<file path="config.mk">
export PLATFORM = sky130hd
export DESIGN_NAME = burning_ship_escape_time
export DESIGN_NICKNAME = d
export VERILOG_FILES = /design/src/bship_pkg.sv /design/src/burning_ship_escape_time.sv /design/src/bship_mul.sv
export SDC_FILE = /design/constraint.sdc
export NUM_CORES = 2
export LEC_CHECK = 0
export ABC_AREA = 1
export CAP_MARGIN = 15
export CORE_ASPECT_RATIO = 0.6
export CORE_MARGIN = 2
export CORE_UTILIZATION = 55
export DETAILED_ROUTE_END_ITERATION = 16
export DONT_BUFFER_PORTS = 1
export PLACE_DENSITY = 0.73
export SLEW_MARGIN = 10
export SYNTH_ARGS = -nofsm -noshare
export SYNTH_HDL_FRONTEND = slang
export SYNTH_HIERARCHICAL = 1
export SYNTH_SLANG_ARGS = --single-unit
</file>
<file path="constraint.sdc">
create_clock -name i_clk -period 8.25 [get_ports i_clk]
set_input_delay 1.2375 -clock i_clk [delete_from_list [all_inputs] [get_ports i_clk]]
set_output_delay 1.2375 -clock i_clk [all_outputs]
set_load 0.005 [all_outputs]
</file>
<file path="src/bship_pkg.sv">
package bship_pkg;

    localparam int WIDTH  = 1024;
    localparam int HEIGHT = 1024;

    localparam int FRAC_BITS = 28;

    localparam logic [31:0] COLOUR_MUL   = 32'd189979;
    localparam logic [63:0] ESCAPE_BOUND = 64'd1 << (2 * FRAC_BITS + 2);

    localparam logic [28:0] STEP_RESET   = 29'd1048576;
    localparam logic [31:0] ORIGIN_RESET = 32'hE000_0000;
    localparam logic [15:0] LIMIT_RESET  = 16'd50;

    typedef enum logic [2:0] {
        REG_PIXEL_STEP      = 3'd0,
        REG_ORIGIN_RE       = 3'd1,
        REG_ORIGIN_IM       = 3'd2,
        REG_ITERATION_LIMIT = 3'd3
    } t_reg_index;

    typedef struct packed {
        logic [31:0] op_a;
        logic [31:0] op_b;
    } t_mul_req;

    function automatic logic signed [31:0] sat32(input logic signed [47:0] v);
        logic signed [31:0] r;
        if (v > 48'sh0000_7FFF_FFFF) begin
            r = 32'sh7FFF_FFFF;
        end else if (v < -48'sh0000_8000_0000) begin
            r = 32'sh8000_0000;
        end else begin
            r = v[31:0];
        end
        return r;
    endfunction

endpackage

</file>
<file path="src/burning_ship_escape_time.sv">
// Burning Ship escape-time engine. Each pixel transaction (pixel_x, pixel_y) is mapped to
// c = (x*pixel_step + origin_re, y*pixel_step + origin_im) in signed Q4.28 and iterated
// with z = (zr^2 - zi^2 + cr, 2|zr*zi| + ci) until |z|^2 reaches 4.0 or the count reaches
// iteration_limit. One result carries pixel index, count and colour (count*189979, or 0
// at the limit). All products go through a single registered 32x32 multiplier: three
// products per iteration (zr^2, zi^2, zr*zi) plus an update state, with point mapping
// (x and y products) before the loop and the colour product after it.
// The block takes one pixel at a time; a finished result waits in an output register
// while the next pixel is accepted. Configuration is written through the cfg channel,
// which is always ready; index 0 pixel_step, 1 origin_re, 2 origin_im, 3 iteration_limit.
module burning_ship_escape_time (
    input  logic        i_clk,
    input  logic        i_rst_n,
    input  logic        i_s_tvalid,
    output logic        o_s_tready,
    input  logic [23:0] i_s_tdata,   // pixel_x [9:0], pixel_y [19:10], zero [23:20]
    output logic        o_m_tvalid,
    input  logic        i_m_tready,
    output logic [71:0] o_m_tdata,   // pixel_index [19:0], escape_count [35:20],
                                     // pixel_colour [67:36], zero [71:68]
    input  logic        i_cfg_valid,
    output logic        o_cfg_ready,
    input  logic [2:0]  i_cfg_index,
    input  logic [31:0] i_cfg_data
);
    import bship_pkg::*;

    typedef enum logic [3:0] {
        S_IDLE,
        S_MAP_X,
        S_MAP_Y,
        S_LOAD_CI,
        S_ITER_SR,
        S_ITER_SI,
        S_ITER_X,
        S_ITER_UPD,
        S_COLOUR,
        S_DONE
    } t_state;

    t_state r_state;

    logic [28:0]        r_step;
    logic signed [31:0] r_origin_re;
    logic signed [31:0] r_origin_im;
    logic [15:0]        r_limit;

    logic [9:0]         r_px;
    logic [9:0]         r_py;
    logic [15:0]        r_lim;
    logic [15:0]        r_count;
    logic signed [31:0] r_cr;
    logic signed [31:0] r_ci;
    logic signed [31:0] r_zr;
    logic signed [31:0] r_zi;
    logic [62:0]        r_sr;
    logic [62:0]        r_si;

    logic               r_out_valid;
    logic [19:0]        r_out_index;
    logic [15:0]        r_out_count;
    logic [31:0]        r_out_colour;

    t_mul_req           mul_req;
    logic [63:0]        prod;
    logic [31:0]        abs_zr;
    logic [31:0]        abs_zi;
    logic [63:0]        mag;
    logic               escape;
    logic signed [63:0] diff;
    logic signed [47:0] sum_re;
    logic signed [47:0] sum_im;
    logic signed [31:0] n_zr;
    logic signed [31:0] n_zi;
    logic signed [31:0] n_cr;
    logic signed [31:0] n_ci;
    logic               out_free;
    logic               s_accept;

    assign abs_zr = r_zr[31] ? 32'(-{r_zr[31], r_zr}) : 32'(r_zr);
    assign abs_zi = r_zi[31] ? 32'(-{r_zi[31], r_zi}) : 32'(r_zi);

    always_comb begin
        mul_req = '0;
        unique case (r_state)
            S_MAP_X: begin
                mul_req.op_a = 32'(r_px);
                mul_req.op_b = 32'(r_step);
            end
            S_MAP_Y: begin
                mul_req.op_a = 32'(r_py);
                mul_req.op_b = 32'(r_step);
            end
            S_ITER_SR: begin
                mul_req.op_a = abs_zr;
                mul_req.op_b = abs_zr;
            end
            S_ITER_SI: begin
                mul_req.op_a = abs_zi;
                mul_req.op_b = abs_zi;
            end
            S_ITER_X: begin
                mul_req.op_a = abs_zr;
                mul_req.op_b = abs_zi;
            end
            S_COLOUR, S_DONE: begin
                mul_req.op_a = 32'(r_count);
                mul_req.op_b = COLOUR_MUL;
            end
            default: mul_req = '0;
        endcase
    end

    bship_mul u_mul (
        .i_clk  (i_clk),
        .i_req  (mul_req),
        .o_prod (prod)
    );

    // escape test and z update
    assign mag    = 64'(r_sr) + prod;
    assign escape = (mag >= ESCAPE_BOUND) || (r_count >= r_lim);
    assign diff   = signed'({1'b0, r_sr}) - signed'({1'b0, r_si});
    assign sum_re = 48'(signed'(diff[63:FRAC_BITS])) + 48'(r_cr);
    assign sum_im = signed'({12'b0, prod[62:FRAC_BITS-1]}) + 48'(r_ci);
    assign n_zr   = sat32(sum_re);
    assign n_zi   = sat32(sum_im);

    // point mapping
    assign n_cr = sat32(signed'({9'b0, prod[38:0]}) + 48'(r_origin_re));
    assign n_ci = sat32(signed'({9'b0, prod[38:0]}) + 48'(r_origin_im));

    assign out_free = !r_out_valid || i_m_tready;
    assign s_accept = i_s_tvalid && o_s_tready;

    always_ff @(posedge i_clk) begin
        if (!i_rst_n) begin
            r_state     <= S_IDLE;
            r_out_valid <= 1'b0;
            r_step      <= STEP_RESET;
            r_origin_re <= ORIGIN_RESET;
            r_origin_im <= ORIGIN_RESET;
            r_limit     <= LIMIT_RESET;
        end else begin
            if (i_cfg_valid) begin
                unique case (i_cfg_index)
                    REG_PIXEL_STEP:      r_step      <= i_cfg_data[28:0];
                    REG_ORIGIN_RE:       r_origin_re <= i_cfg_data;
                    REG_ORIGIN_IM:       r_origin_im <= i_cfg_data;
                    REG_ITERATION_LIMIT: r_limit     <= i_cfg_data[15:0];
                    default: ;
                endcase
            end

            if (r_state == S_DONE && out_free) begin
                r_out_valid <= 1'b1;
            end else if (i_m_tready) begin
                r_out_valid <= 1'b0;
            end

            unique case (r_state)
                S_IDLE: begin
                    if (s_accept) begin
                        r_px    <= i_s_tdata[9:0];
                        r_py    <= i_s_tdata[19:10];
                        r_lim   <= r_limit;
                        r_state <= S_MAP_X;
                    end
                end
                S_MAP_X: begin
                    r_state <= S_MAP_Y;
                end
                S_MAP_Y: begin
                    r_cr    <= n_cr;
                    r_state <= S_LOAD_CI;
                end
                S_LOAD_CI: begin
                    r_ci    <= n_ci;
                    r_zr    <= '0;
                    r_zi    <= '0;
                    r_count <= '0;
                    r_state <= S_ITER_SR;
                end
                S_ITER_SR: begin
                    r_state <= S_ITER_SI;
                end
                S_ITER_SI: begin
                    r_sr    <= prod[62:0];
                    r_state <= S_ITER_X;
                end
                S_ITER_X: begin
                    r_si    <= prod[62:0];
                    r_state <= escape ? S_COLOUR : S_ITER_UPD;
                end
                S_ITER_UPD: begin
                    r_zr    <= n_zr;
                    r_zi    <= n_zi;
                    r_count <= r_count + 16'd1;
                    r_state <= S_ITER_SR;
                end
                S_COLOUR: begin
                    r_state <= S_DONE;
                end
                S_DONE: begin
                    if (out_free) begin
                        r_out_index  <= 20'(r_px) + 20'(r_py) * 20'(WIDTH);
                        r_out_count  <= r_count;
                        r_out_colour <= (r_count == r_lim) ? 32'd0 : prod[31:0];
                        r_state      <= S_IDLE;
                    end
                end
                default: r_state <= S_IDLE;
            endcase
        end
    end

    assign o_s_tready  = (r_state == S_IDLE);
    assign o_cfg_ready = 1'b1;
    assign o_m_tvalid  = r_out_valid;
    assign o_m_tdata   = {4'b0, r_out_colour, r_out_count, r_out_index};

    a_accept_starts: assert property (@(posedge i_clk) disable iff (!i_rst_n)
        s_accept |=> (r_state == S_MAP_X))
        else $error("accepted pixel did not start mapping");

    a_count_bounded: assert property (@(posedge i_clk) disable iff (!i_rst_n)
        (r_state == S_ITER_SR || r_state == S_ITER_SI || r_state == S_ITER_X ||
         r_state == S_ITER_UPD) |-> (r_count <= r_lim))
        else $error("iteration count above limit");

    a_colour_at_limit: assert property (@(posedge i_clk) disable iff (!i_rst_n)
        (r_state == S_DONE && out_free) |=>
        ((r_out_colour == 32'd0) || (r_out_count != r_lim)))
        else $error("colour not zero at iteration limit");

    a_done_waits: assert property (@(posedge i_clk) disable iff (!i_rst_n)
        (r_state == S_DONE && !out_free) |=> (r_state == S_DONE) && r_out_valid)
        else $error("result overwrote pending output");

endmodule

</file>
<file path="src/bship_mul.sv">
module bship_mul (
    input  logic                 i_clk,
    input  bship_pkg::t_mul_req  i_req,
    output logic [63:0]          o_prod
);
    import bship_pkg::*;

    logic [63:0] r_prod;

    always_ff @(posedge i_clk) begin
        r_prod <= 64'(i_req.op_a) * 64'(i_req.op_b);
    end

    assign o_prod = r_prod;

endmodule

</file>
* Word-level counts from Yosys, hierarchy flattened
Index checks and enable logic that the tools add are counted.
** Word-level totals
- Output and inout port bits :: 75
- Word-level logic and storage cells :: 97
- Register bits after elaboration :: 552
- Input bits :: 64
** Cells by class
- Equality and inequality tests :: 15
- Add/subtract/negate cells :: 10
- Reduce and logical (&&, ||, !) cells :: 23
- Magnitude comparators :: 10
- Multipliers :: 1
- Muxes and demuxes :: 18
** Operators by type and width (count)
- $pmux 64 s6 :: 1
- $mux 32 :: 8
- $pmux 32 s2 :: 2
- $add 40x32->41 :: 2
- $gt 41x32->1 const B :: 2
- $lt 41x32->1 const B :: 2
- $add 63x64->64 :: 1
- $ge 64x59->1 const B :: 1
- $mul 32x32->64 :: 1
- $neg 32->32 :: 2
- $sub 63x63->64 :: 1
- $add 37x32->38 :: 1
- $gt 38x32->1 const B :: 1
- $lt 38x32->1 const B :: 1
- $add 36x32->37 :: 1
- $gt 37x32->1 const B :: 1
- $lt 37x32->1 const B :: 1
- $pmux 4 s9 :: 1
- $pmux 16 s2 :: 1
- $add 10x20->20 :: 1
- $reduce_and 2->1 :: 10
- $add 16x1->16 const B :: 1
- $eq 16x16->1 :: 1
- $eq 4x3->1 const B :: 4
- 18 further kinds :: 29

* Depth between registers and ports, before layout
- Word-level depth :: 6
- Mapped depth :: 45
- Mapped depth without buffers :: 44

* By module
Netlist, hierarchy kept.
** Modules (own cells, without submodules)
- bship_mul :: times used 1, seq. area each 1281.2 sq um, cells an instance 5086, area each 37627.3 sq um
- burning_ship_escape_time :: times used 1, seq. area each 13513.0 sq um, cells an instance 5070, area each 37383.4 sq um

* Worst setup path before layout
OpenSTA, ideal clock, no wires.
- Kind :: flip-flop to flip-flop
- Start :: register r_zi[0]
- End :: register u_mul.r_prod[62] (netlist: u_mul/o_prod[62])
- Data required time :: 8138 ps
- Period minus slack after synthesis :: 8113 ps
- Arrival :: 8001 ps
- Library setup time :: 112 ps
- Stages on the path, launching flop included :: 41
- Path slack :: 137 ps
- Cell sequence :: edfxtp_1 inv_1 ha_1 inv_1 nor3_1 nand3_1 nor2_1 nand3_1 nor3_1 nor2_1 a21oi_1 o21ai_0 nor2_1 xor2_1 o22ai_1 clkbuf_1 nand2_1 fa_1 [... 5 more ...] inv_1 fa_1 fa_1 fa_1 inv_1 fa_1 inv_1 ha_1 nand2_1 inv_1 a21oi_1 nand2_1 nand2_1 nand2_1 a21oi_1 nand2_1 nand2_1 nand2_1
** RTL lines
- start, declared :: line burning_ship_escape_time.sv:55 : logic signed [31:0] r_zi;
- start signal, assigned :: line burning_ship_escape_time.sv:197 : r_zi <= n_zi;
- end signal, assigned :: line bship_mul.sv:11 : r_prod <= 64'(i_req.op_a) * 64'(i_req.op_b);
- end, declared :: line bship_mul.sv:8 : logic [63:0] r_prod;

==> flow_summary.ini <==
[finish]
drive_above_1_share = 0.167
final_common_cell = nand2_1
stdcell_count = 12600
nFillCells = 11100
syn_to_final_growth_pct = 19.9
final_cell_mix = nand2_1 (2496), inv_1 (2278), fa_1 (821)
fin_nets = 12200

[routing]
viasPerCell = 5.67
drt_pre_antenna_iters = 10
ant_nets = 0
drcViolationCount = 0
routedWlPerCell_um = 23.7
wl_mm = 298
vias = 71400
initialDrtViolationCount = 9761

[yosys]
syn_area_per_cell_sq_um = 7.39
synth.distinct_cells = 63
synth_edf_count = 374
yosysSeqAreaShare = 0.197
syn_area_sq_um = 75000
async_flop_share = 0
ys_ff_latch = 552
postSynthCellCount = 10200
synthFlopType = edfxtp_1
yosys_warnings = 6

[run_status]
status = complete, but fails checks
failed_checks = setup timing

[floorplan]
start_util = 0.557
die_w_um = 481
pin_count = 139
num_rows = 104
die_area_sq_um = 139000
fp.dieH_um = 290
core_sq_um = 135000

[placed_design]
dp.cells = 12300
port_buffers = 0
hpwl_mm = 241
gp_congestion = 1.10

[worst_setup_path]
regToRegEndpoint = u_mul/o_prod[35]
worstSetupStartpoint = r_zi[0]
critical_path.endpoint = u_mul/o_prod[35]
required_ns = 8.83
crit_type = reg -> reg
worst_setup_path_end_kind = flip-flop
r2r-start = r_zi[0]
path_buf_inv = 8
critPathMaxFanout = 8
cp_slowest_stage_delay_ns = 0.60
cp.depth = 37
rr_worst_depth = 37
arrival_ns = 9.10
cp_top_family = adder cells
critPathLaunchType = flip-flop
ff2ff_setup_slack_ns = -0.27
cp_slowest_cell = fa_2
crit_top_cell = fa_1

[sta]
final_hold_viol_count = 0
min_period_ns = 8.52
setup_tns_ns = -7.60
fin_crit_sh = 1.03
fin_worst_skew_ns = 0.0416
setup_viol = 45
finalWorstSetupSlack_ns = -0.273
rsz0062_at_grt = true
drv_slew = 0
worst_pin_slew_ns = 1.33
fmax_ghz = 0.117
slew_headroom = 0.112

[clock_network]
cts.sinks = 552
cts_buffer_depth = 3
tritoncts = yes
clk_pin_slew_ns = 0.08
htree_levels = 2
root_buffer = clkbuf_16
clock_latency_ns = 0.67
cts_buffers = 53

[pwr]
peakVddDrop_mv = 0.595
p_leak_nw = 48.5
power.density_nw_per_um2 = 177

[job]
maxCapViolCount = 0

[global_routing]
grt_pass1_vias = 67700
grt_use_total = 0.420
antenna_found_initial = 31
globalRoute.totalOverflow = 0
grt_max_degree = 115
grt_pass1_wl_mm = 434

[min_path]
hold_path.class = reg -> reg
per-stage QoR:
step	setup WS (ns)	cell area, sq um	utilization	hold slack [ns]	power (mW)
after global placement	-0.657	82100	0.610	0.410	11.7
after global routing	-0.558	89900	0.667	0.442	16.6
final	-0.273	89900	0.668	0.420	15.9
after detailed placement	-0.688	82100	0.610	0.409	11.9
after CTS	-0.115	87600	0.650	0.434	15.2
after floorplan	0.137	75000	-	0.403	8.50
cells in the mapped netlist (51+ instances only):
library cell  instances  area (sq um)
xor2_1              178          1560
edfxtp_1            374         11200
inv_1              2451          9200
dfxtp_1             178          3560
nand4_1              57           357
ha_1                560          7010
clkbuf_1            250           938
nor2_1              729          2740
nand2_1            2745         10300
nor3_1               72           360
a31oi_1              51           319
xnor2_1              72           631
fa_1                901         18000
o21ai_0             354          1770
nand3_1             238          1190
a21oi_1             516          2580
logic make-up (layout without fill, tap and decap cells):
kind of cell / count (synthesis) / count (layout) / share of synthesized area
AO/OA/AOI/OAI: 1135 / 1135 / 0.0844
buffers and inverters: 2770 / 3353 / 0.140
adder cells (fa/ha/maj): 1461 / 1461 / 0.334
XOR/XNOR: 254 / 254 / 0.0302
other: 2 / 48 / 0.000100
AND/OR/NAND/NOR: 3982 / 3982 / 0.214
flip-flops: 552 / 552 / 0.197
worst min path at each step:
stage | from | end | slack [ns] | depth (start not counted)
final | r_limit[4] | r_lim[4] | 0.42 | 0
after floorplan | r_limit[0] | r_lim[0] | 0.40 | 0
after detailed placement | r_limit[6] | r_lim[6] | 0.41 | 0
after CTS | r_limit[11] | r_lim[11] | 0.43 | 0
after global placement | r_limit[7] | r_lim[7] | 0.41 | 0
after global routing | r_limit[3] | r_lim[3] | 0.44 | 0
what timing repair did:
action                     in CTS  in global routing
gates cloned                    9                  3
setup endpoints to repair      50                 54
pin swaps                     314                285
gates resized for setup       621                539
buffers inserted               95                 50
hold buffers                    0                  0
layer usage:
layer  up-vias  GRT usage  wire (um)
li1      31800          -          -
met1     34100      0.652     129000
met2      4854      0.516     108000
met3       509      0.184      51500
met4        33      0.101       8450
met5         -     0.0219        427
flip-flops by register name, summed over array words and instances (netlist names), 20 cells and up:
| name | flops |
|---|---|
| r_ci | 32 |
| r_cr | 32 |
| r_origin_im | 32 |
| r_origin_re | 32 |
| r_out_colour | 32 |
| r_out_index | 20 |
| r_si | 63 |
| r_sr | 63 |
| r_step | 29 |
| r_zi | 32 |
| r_zr | 32 |
| u_mul/o_prod | 64 |
report_power, final:
part | total (mW) | switching (mW) | internal (mW)
Sequential | 3.80 | 0.336 | 3.46
Clock | 2.83 | 1.25 | 1.58
Combinational | 9.29 | 6.08 | 3.21
Total | 15.9 | 7.66 | 8.26
area by class of cell:
cell class | instances | area (sq um) | area share
inverter | 2484 | 9350 | 0.104
multi-input combinational | 6837 | 53600 | 0.596
antenna | 43 | 108 | 0.00120
clock buffer | 71 | 1510 | 0.0168
tap | 1802 | 2250 | 0.0251
timing repair buffer | 770 | 7850 | 0.0873
clock inverter | 28 | 428 | 0.00476
sequential | 552 | 14800 | 0.164
No activity file was read; power rests on OpenSTA's default activity.
